<file path="src/hw/rtl/lqci_pkg.sv">
`default_nettype none

package lqci_pkg;

	localparam int CFG_DATA_W = 24;
	localparam int CFG_ADDR_W = 2;
	localparam int LEVEL_W    = 4;
	localparam int INDEX_W    = 15;
	localparam int NUM_COORDS = 4;

	typedef logic [CFG_ADDR_W-1:0] cfg_addr_t;

	localparam cfg_addr_t REG_TREE_LEVELS = 2'd0;
	localparam cfg_addr_t REG_CELL_WIDTH  = 2'd1;
	localparam cfg_addr_t REG_CELL_HEIGHT = 2'd2;

	localparam logic [LEVEL_W-1:0]    LEVELS_RESET    = 4'd8;
	localparam logic [CFG_DATA_W-1:0] CELL_SIZE_RESET = 24'd256;

	typedef struct packed {
		logic valid;
		logic outside;
	} beat_ctl_t;

endpackage

`default_nettype wire

</file>
<file path="src/hw/rtl/linear_quadtree_cell_index.sv">
// Linear quadtree cell index of a box. A box is taken on every cycle that start is high;
// busy stays low, so boxes may follow back to back. Each box's result appears on a
// single-cycle done strobe, and the receiver cannot stall it. Each box passes through
// an entry stage (grid bound check), a chain of MAX_DEPTH divider cells, each resolving
// one quotient bit of all four corner coordinates, and an index stage (Morton code, shared
// level, offset). The user must write registers through wr_en/wr_index/wr_data only while
// no box is in flight; the block itself does not enforce this.
`default_nettype none

module linear_quadtree_cell_index #(
	parameter int MAX_DEPTH  = 8,
	parameter int COORD_BITS = 24
) (
	input  wire                              clk,
	input  wire                              arst_n,
	input  wire                              start,
	output logic                             busy,
	input  wire  [COORD_BITS-1:0]            left_x,
	input  wire  [COORD_BITS-1:0]            low_y,
	input  wire  [COORD_BITS-1:0]            right_x,
	input  wire  [COORD_BITS-1:0]            high_y,
	output logic                             done,
	output logic                             valid_res,
	output logic [lqci_pkg::INDEX_W-1:0]     cell_index,
	output logic [lqci_pkg::LEVEL_W-1:0]     cell_depth,
	input  wire                              wr_en,
	input  lqci_pkg::cfg_addr_t              wr_index,
	input  wire  [lqci_pkg::CFG_DATA_W-1:0]  wr_data
);

	import lqci_pkg::*;

	localparam int W      = COORD_BITS + MAX_DEPTH;
	localparam int WIDE_W = CFG_DATA_W + COORD_BITS;
	localparam logic [WIDE_W-1:0] SIZE_RST_WIDE = WIDE_W'(CELL_SIZE_RESET);
	localparam logic [LEVEL_W-1:0] MAX_LV = LEVEL_W'(MAX_DEPTH);

	logic [LEVEL_W-1:0]    tree_levels_q;
	logic [COORD_BITS-1:0] cell_width_q;
	logic [COORD_BITS-1:0] cell_height_q;
	logic [WIDE_W-1:0]     wr_wide;
	logic [LEVEL_W-1:0]    lv;

	logic [NUM_COORDS-1:0][COORD_BITS-1:0] pos;
	logic [W-1:0]                          bound [NUM_COORDS];
	logic                                  outside;

	beat_ctl_t                              ctl_c [MAX_DEPTH+1];
	logic [NUM_COORDS-1:0][COORD_BITS-1:0]  rem_c [MAX_DEPTH+1];
	logic [NUM_COORDS-1:0][MAX_DEPTH-1:0]   quo_c [MAX_DEPTH+1];

	beat_ctl_t                              ctl_s1;
	logic [NUM_COORDS-1:0][COORD_BITS-1:0]  pos_s1;

	// configuration registers
	assign wr_wide = {{COORD_BITS{1'b0}}, wr_data};

	always_ff @(posedge clk or negedge arst_n) begin
		if (!arst_n) begin
			tree_levels_q <= LEVELS_RESET;
			cell_width_q  <= SIZE_RST_WIDE[COORD_BITS-1:0];
			cell_height_q <= SIZE_RST_WIDE[COORD_BITS-1:0];
		end else if (wr_en) begin
			case (wr_index)
				REG_TREE_LEVELS: tree_levels_q <= wr_data[LEVEL_W-1:0];
				REG_CELL_WIDTH:  cell_width_q  <= wr_wide[COORD_BITS-1:0];
				REG_CELL_HEIGHT: cell_height_q <= wr_wide[COORD_BITS-1:0];
				default: ;
			endcase
		end
	end

	assign lv   = (tree_levels_q > MAX_LV) ? MAX_LV : tree_levels_q;
	assign busy = 1'b0;

	// entry stage: grid bound check, q >= 2^lv exactly when p >= size << lv
	assign pos = {high_y, right_x, low_y, left_x};

	always_comb begin
		outside = 1'b0;
		for (int j = 0; j < NUM_COORDS; j++) begin
			if (j % 2 == 0) begin
				bound[j] = {{MAX_DEPTH{1'b0}}, cell_width_q} << lv;
			end else begin
				bound[j] = {{MAX_DEPTH{1'b0}}, cell_height_q} << lv;
			end
			if ({{MAX_DEPTH{1'b0}}, pos[j]} >= bound[j]) begin
				outside = 1'b1;
			end
		end
	end

	always_ff @(posedge clk or negedge arst_n) begin
		if (!arst_n) begin
			ctl_s1 <= '0;
		end else begin
			ctl_s1.valid   <= start && !busy;
			ctl_s1.outside <= outside;
		end
	end

	always_ff @(posedge clk) begin
		pos_s1 <= pos;
	end

	assign ctl_c[0] = ctl_s1;
	assign rem_c[0] = pos_s1;
	assign quo_c[0] = '0;

	// divider chain, most significant quotient bit first
	for (genvar g = 0; g < MAX_DEPTH; g++) begin : g_cell
		lqci_div_cell #(
			.COORD_BITS(COORD_BITS),
			.MAX_DEPTH (MAX_DEPTH),
			.STEP      (MAX_DEPTH - 1 - g)
		) u_cell (
			.clk    (clk),
			.arst_n (arst_n),
			.size_x (cell_width_q),
			.size_y (cell_height_q),
			.ctl_in (ctl_c[g]),
			.rem_in (rem_c[g]),
			.quo_in (quo_c[g]),
			.ctl_out(ctl_c[g+1]),
			.rem_out(rem_c[g+1]),
			.quo_out(quo_c[g+1])
		);
	end

	lqci_index #(
		.MAX_DEPTH(MAX_DEPTH)
	) u_index (
		.clk       (clk),
		.arst_n    (arst_n),
		.lv        (lv),
		.ctl_in    (ctl_c[MAX_DEPTH]),
		.quo_in    (quo_c[MAX_DEPTH]),
		.done      (done),
		.valid_res (valid_res),
		.cell_index(cell_index),
		.cell_depth(cell_depth)
	);

endmodule

`default_nettype wire

</file>
<file path="src/hw/rtl/lqci_div_cell.sv">
`default_nettype none

module lqci_div_cell #(
	parameter int COORD_BITS = 24,
	parameter int MAX_DEPTH  = 8,
	parameter int STEP       = 0
) (
	input  wire                                             clk,
	input  wire                                             arst_n,
	input  wire  [COORD_BITS-1:0]                           size_x,
	input  wire  [COORD_BITS-1:0]                           size_y,
	input  lqci_pkg::beat_ctl_t                             ctl_in,
	input  wire  [lqci_pkg::NUM_COORDS-1:0][COORD_BITS-1:0] rem_in,
	input  wire  [lqci_pkg::NUM_COORDS-1:0][MAX_DEPTH-1:0]  quo_in,
	output lqci_pkg::beat_ctl_t                             ctl_out,
	output logic [lqci_pkg::NUM_COORDS-1:0][COORD_BITS-1:0] rem_out,
	output logic [lqci_pkg::NUM_COORDS-1:0][MAX_DEPTH-1:0]  quo_out
);

	import lqci_pkg::*;

	localparam int W = COORD_BITS + MAX_DEPTH;

	logic [W-1:0]                           ext_rem [NUM_COORDS];
	logic [W-1:0]                           ext_div [NUM_COORDS];
	logic [W-1:0]                           ext_sub [NUM_COORDS];
	logic [NUM_COORDS-1:0][COORD_BITS-1:0]  rem_next;
	logic [NUM_COORDS-1:0][MAX_DEPTH-1:0]   quo_next;
	beat_ctl_t                              ctl_s1;
	logic [NUM_COORDS-1:0][COORD_BITS-1:0]  rem_s1;
	logic [NUM_COORDS-1:0][MAX_DEPTH-1:0]   quo_s1;

	// one restoring step per coordinate, x sizes on even lanes
	always_comb begin
		for (int j = 0; j < NUM_COORDS; j++) begin
			ext_rem[j] = {{MAX_DEPTH{1'b0}}, rem_in[j]};
			if (j % 2 == 0) begin
				ext_div[j] = {{MAX_DEPTH{1'b0}}, size_x} << STEP;
			end else begin
				ext_div[j] = {{MAX_DEPTH{1'b0}}, size_y} << STEP;
			end
			ext_sub[j] = ext_rem[j] - ext_div[j];
			quo_next[j] = quo_in[j];
			if (ext_rem[j] >= ext_div[j]) begin
				rem_next[j] = ext_sub[j][COORD_BITS-1:0];
				quo_next[j][STEP] = 1'b1;
			end else begin
				rem_next[j] = rem_in[j];
			end
		end
	end

	always_ff @(posedge clk or negedge arst_n) begin
		if (!arst_n) begin
			ctl_s1 <= '0;
		end else begin
			ctl_s1 <= ctl_in;
		end
	end

	always_ff @(posedge clk) begin
		rem_s1 <= rem_next;
		quo_s1 <= quo_next;
	end

	assign ctl_out = ctl_s1;
	assign rem_out = rem_s1;
	assign quo_out = quo_s1;

endmodule

`default_nettype wire

</file>
<file path="src/hw/rtl/lqci_index.sv">
`default_nettype none

module lqci_index #(
	parameter int MAX_DEPTH = 8
) (
	input  wire                                            clk,
	input  wire                                            arst_n,
	input  wire  [lqci_pkg::LEVEL_W-1:0]                   lv,
	input  lqci_pkg::beat_ctl_t                            ctl_in,
	input  wire  [lqci_pkg::NUM_COORDS-1:0][MAX_DEPTH-1:0] quo_in,
	output logic                                           done,
	output logic                                           valid_res,
	output logic [lqci_pkg::INDEX_W-1:0]                   cell_index,
	output logic [lqci_pkg::LEVEL_W-1:0]                   cell_depth
);

	import lqci_pkg::*;

	localparam int CODE_W = 2 * MAX_DEPTH;

	logic [CODE_W-1:0]         c1;
	logic [CODE_W-1:0]         c2;
	logic [CODE_W-1:0]         diff;
	logic [CODE_W-1:0]         offset;
	logic [CODE_W-1:0]         idx;
	logic [CODE_W+INDEX_W-1:0] idx_wide;
	logic [LEVEL_W-1:0]        shift;
	logic [LEVEL_W-1:0]        depth;
	logic                      ok;
	logic                      done_q;
	logic                      valid_res_q;
	logic [INDEX_W-1:0]        cell_index_q;
	logic [LEVEL_W-1:0]        cell_depth_q;

	always_comb begin
		c1 = '0;
		c2 = '0;
		for (int i = 0; i < MAX_DEPTH; i++) begin
			c1[2*i]   = quo_in[0][i];
			c1[2*i+1] = quo_in[1][i];
			c2[2*i]   = quo_in[2][i];
			c2[2*i+1] = quo_in[3][i];
		end
		diff = c1 ^ c2;
		// highest differing pair below the level count
		shift = '0;
		for (int i = 0; i < MAX_DEPTH; i++) begin
			if (LEVEL_W'(i) < lv && diff[2*i +: 2] != 2'b00) begin
				shift = LEVEL_W'(i + 1);
			end
		end
		depth = lv - shift;
		// (4^depth - 1) / 3 is depth ones on even bits
		offset = '0;
		for (int i = 0; i < MAX_DEPTH; i++) begin
			if (LEVEL_W'(i) < depth) begin
				offset[2*i] = 1'b1;
			end
		end
		idx      = (c1 >> {shift, 1'b0}) + offset;
		idx_wide = {{INDEX_W{1'b0}}, idx};
		ok       = !ctl_in.outside && shift != '0;
	end

	always_ff @(posedge clk or negedge arst_n) begin
		if (!arst_n) begin
			done_q <= 1'b0;
		end else begin
			done_q <= ctl_in.valid;
		end
	end

	always_ff @(posedge clk) begin
		valid_res_q  <= ok;
		cell_index_q <= ok ? idx_wide[INDEX_W-1:0] : '0;
		cell_depth_q <= ok ? depth : '0;
	end

	assign done       = done_q;
	assign valid_res  = valid_res_q;
	assign cell_index = cell_index_q;
	assign cell_depth = cell_depth_q;

endmodule

`default_nettype wire

</file>
<file path="config.mk">
export PLATFORM = sky130hd
export DESIGN_NAME = linear_quadtree_cell_index
export DESIGN_NICKNAME = d
export VERILOG_FILES = /design/src/hw/rtl/lqci_pkg.sv /design/src/hw/rtl/linear_quadtree_cell_index.sv /design/src/hw/rtl/lqci_div_cell.sv /design/src/hw/rtl/lqci_index.sv
export SDC_FILE = /design/constraint.sdc
export NUM_CORES = 2
export LEC_CHECK = 0
export ABC_AREA = 1
export BUFFER_PORTS_ARGS = -buffer_cell sky130_fd_sc_hd__buf_4
export CAP_MARGIN = 20
export CORE_MARGIN = 2
export CORE_UTILIZATION = 40
export DETAILED_ROUTE_END_ITERATION = 7
export GPL_TIMING_DRIVEN = 0
export PLACE_DENSITY = 0.58
export SLEW_MARGIN = 20
export SYNTH_ARGS = -nofsm -noshare
export SYNTH_HDL_FRONTEND = slang
export SYNTH_SLANG_ARGS = --single-unit
export TNS_END_PERCENT = 1
</file>
<file path="constraint.sdc">
create_clock -name clk -period 5.4 [get_ports clk]
set_clock_uncertainty 0.15 [all_clocks]
set_input_delay 1.08 -clock clk [delete_from_list [all_inputs] [get_ports clk]]
set_output_delay 1.08 -clock clk [all_outputs]
set_load 0.02 [all_outputs]
</file>
==> metrics.csv <==
metric,value,unit
ff2ff_setup_slack,110,ps
core-area,0.145,mm^2
track_usage,23.5,%
drt-initial-drc-count,4189,
period_minus_slack,5290,ps
syn_inst,7296,
slew_violations,0,
slowest_delay,520,ps
final_cell_area,0.0659,mm^2
crit_buf_inv,6,
placed_cell_area,0.0620,mm^2
clockBufferDepth,3,
grt_pass1_vias,48359,
htreeDepth,3,
via_count,51085,
cts_tree,yes,
clk_latency,740,ps
r2r_cells,18,
synth_edf_count,0,
io_buffers,146,
antenna_left,0,
numCtsBuffers,111,
p_per_area,647,mW/mm^2
peakVddDrop,0.315,mV
via_per_inst,5.34,
synth_seq_cells,1003,
fillers,14305,
path_delay_family,compound AO/OA/AOI/OAI gates,
cpMostUsedCell,o21ai_0,
ios,148,
gp_congestion,0.913,
antenna_found_initial,3,
syn_to_final_growth,13.0,%
worst-path-max-fanout,10,
dpl.hpwl,135000,um
max_freq,189,MHz
cp_num_cells,18,
cp.required,5860,ps
grt_pass1_wl,273000,um
drive_gt1_share,7.51,%
mostFrequentLayoutCells,"1211 x nand2_1, 1008 x a21oi_1, 932 x dfxtp_1",
final_nets,8476,
post_drt_wl_per_cell,18.6,um
setup_viol,0,
fin_cells,9575,
dr.pass1.iters,7,
power.leakage,0.0297,uW
ys_async_sr_fraction,7.08,%
endpoint_kind,register,
slew-limit-headroom,26.3,%
synth-main-ff-cell,dfxtp_1,
crit_slowest_cell,dfstp_2,
die_h,386,um
path_cells,buf_6 -> inv_8 -> nand2_2 -> clkbuf_1 -> clkbuf_2 -> clkbuf_1 -> o21ai_0 -> o21ai_0 -> o22ai_1 -> inv_1 -> ha_1 -> nand4_1 -> o221ai_1 -> o21ai_0 -> o2111ai_1 -> nand4_1 -> nand3_1 -> a22o_1,
ys_warn_count,0,
path_clk_slew,60,ps
wl,178000,um
hold_buffers,0,
drc,0,
finalHoldViolCount,0,
worst_pin_slew,1100,ps
maxCapViolCount,0,
final_util,45.4,%
syn_nets,8213,
final_common_cell,nand2_1,
finalCritPeriodShare,97.9,%
netlist_area,0.0584,mm^2
fin_tns_setup,0,ps
whs_path_depth,0,
root_buffer,clkbuf_16,
synth_area_per_cell,8.00,um^2
outcome,completed,
die-width,386,um
grt_max_degree,72,
initial_core_util,40.2,%
synth_cell_types,79,
seq_area_frac_synth,35.0,%
p_total,42700,uW
post-cts-setup-buffers,0,
cts_sinks,1003,
grt_setup_unrepaired,yes,
grt_overflow_total,0,
criticalPathCategory,register to register,
place_inst,9363,
setup.worst_path.start_class,register,
min_path_type,register to register,
die_area,0.149,mm^2
cp.arrival,5750,ps
std_cell_rows,140,
metrics by stage:
stage	setup WS, ps	hold WS [ps]
final	111	153
after global routing	-57.7	171
after CTS	99.5	161
after detailed placement	-598	162
after global placement	-556	161
after floorplan	1160	160
cell families (layout without fill, tap and decap cells):
group	Yosys count	after routing	synth area share, %
compound gates	1904	1904	18.1
xor+xnor	481	481	7.22
fa+ha+maj	791	791	17.3
buf+inv	672	1033	4.60
flops	1003	1003	35.0
mux	8	8	0.137
other cells	1	2	0.00643
simple gates	2436	2436	17.6
cells in the mapped netlist (14+ instances only):
library cell | count | share of area, %
nand2_1 | 1211 | 7.8
a21oi_1 | 1009 | 8.7
dfxtp_1 | 932 | 32
ha_1 | 762 | 16
nor2_1 | 705 | 4.5
inv_1 | 493 | 3.2
o21ai_0 | 472 | 4.0
xnor2_1 | 254 | 3.8
xor2_1 | 227 | 3.4
nand3_1 | 199 | 1.7
clkbuf_1 | 92 | 0.59
nand4_1 | 85 | 0.91
nor3_1 | 75 | 0.64
o21ai_1 | 73 | 0.63
dfrtp_1 | 68 | 2.9
nor4_1 | 63 | 0.68
buf_2 | 48 | 0.41
o21a_1 | 46 | 0.59
a31oi_1 | 41 | 0.44
o211ai_1 | 37 | 0.48
o221ai_1 | 36 | 0.54
a21o_1 | 32 | 0.41
fa_1 | 29 | 0.99
a211oi_1 | 28 | 0.36
o21bai_1 | 27 | 0.35
a21boi_0 | 26 | 0.33
or2_2 | 20 | 0.21
inv_2 | 19 | 0.12
nand2_2 | 18 | 0.19
nand3_2 | 14 | 0.24
cell type report:
cell class | count | area [um^2] | share of cell area [%]
clock buffers | 157 | 3210 | 4.87
flip-flops and latches | 1003 | 20400 | 31.0
clock inverters | 54 | 743 | 1.13
well taps | 1917 | 2400 | 3.64
diodes | 1 | 2.50 | 0.00379
inverters | 516 | 1970 | 2.98
plain buffers | 156 | 732 | 1.11
multi-input cells | 5621 | 35300 | 53.5
repair buffers | 150 | 1200 | 1.82
registers in the layout, summed over array words and instances (netlist names), 2 cells and up:
signal / count
cell_width_q: 24
g_cell.u_cell.rem_out: 672
u_index.cell_depth: 4
pos_s1: 96
tree_levels_q: 4
g_cell.u_cell.ctl_out: 16
ctl_c: 2
g_cell.u_cell.quo_out: 144
u_index.cell_index: 15
cell_height_q: 24
final timing paths:
path                                                end                         start
setup / recovery                              ctl_c[16]              tree_levels_q[3]
min in group asynchronous             cell_height_q[10]                        arst_n
hold / removal             g_cell[7].u_cell.quo_out[20]  g_cell[6].u_cell.quo_out[20]
hold reg to reg            g_cell[7].u_cell.quo_out[20]  g_cell[6].u_cell.quo_out[20]
max in group asynchronous              cell_height_q[0]                        arst_n
setup reg to reg                              ctl_c[16]              tree_levels_q[3]
power by group:
| part | internal, uW | switching, uW |
|---|---|---|
| sequential | 9780 | 1400 |
| clock | 4680 | 3290 |
| combinational | 9050 | 14500 |
| total | 23500 | 19200 |
worst reg2reg max path: stages (launching register included):
cell	delay [ps]
dfstp_2	520
buf_6	190
inv_8	60
nand2_2	130
clkbuf_1	460
clkbuf_2	360
clkbuf_1	480
o21ai_0	200
o21ai_0	510
o22ai_1	290
inv_1	160
ha_1	240
nand4_1	100
o221ai_1	130
o21ai_0	220
o2111ai_1	160
nand4_1	180
nand3_1	270
a22o_1	340
metal layers:
layer | GRT usage, % | share of wire, % | vias to the layer above | routed length, um
met4 | 7.37 | 3.0 | 0 | 5310
met2 | 34.5 | 40 | 1597 | 71900
met3 | 3.16 | 6.4 | 284 | 11500
li1 | - | - | 25710 | -
met5 | 0 | 0 | - | 0
met1 | 35.1 | 50 | 23494 | 89200
repair_timing:
| item | in CTS | in global routing |
|---|---|---|
| cloned | 0 | 0 |
| resized for setup | 5 | 12 |
| setup endpoints to repair | 15 | 12 |
No activity file was read; power rests on OpenSTA's default activity.
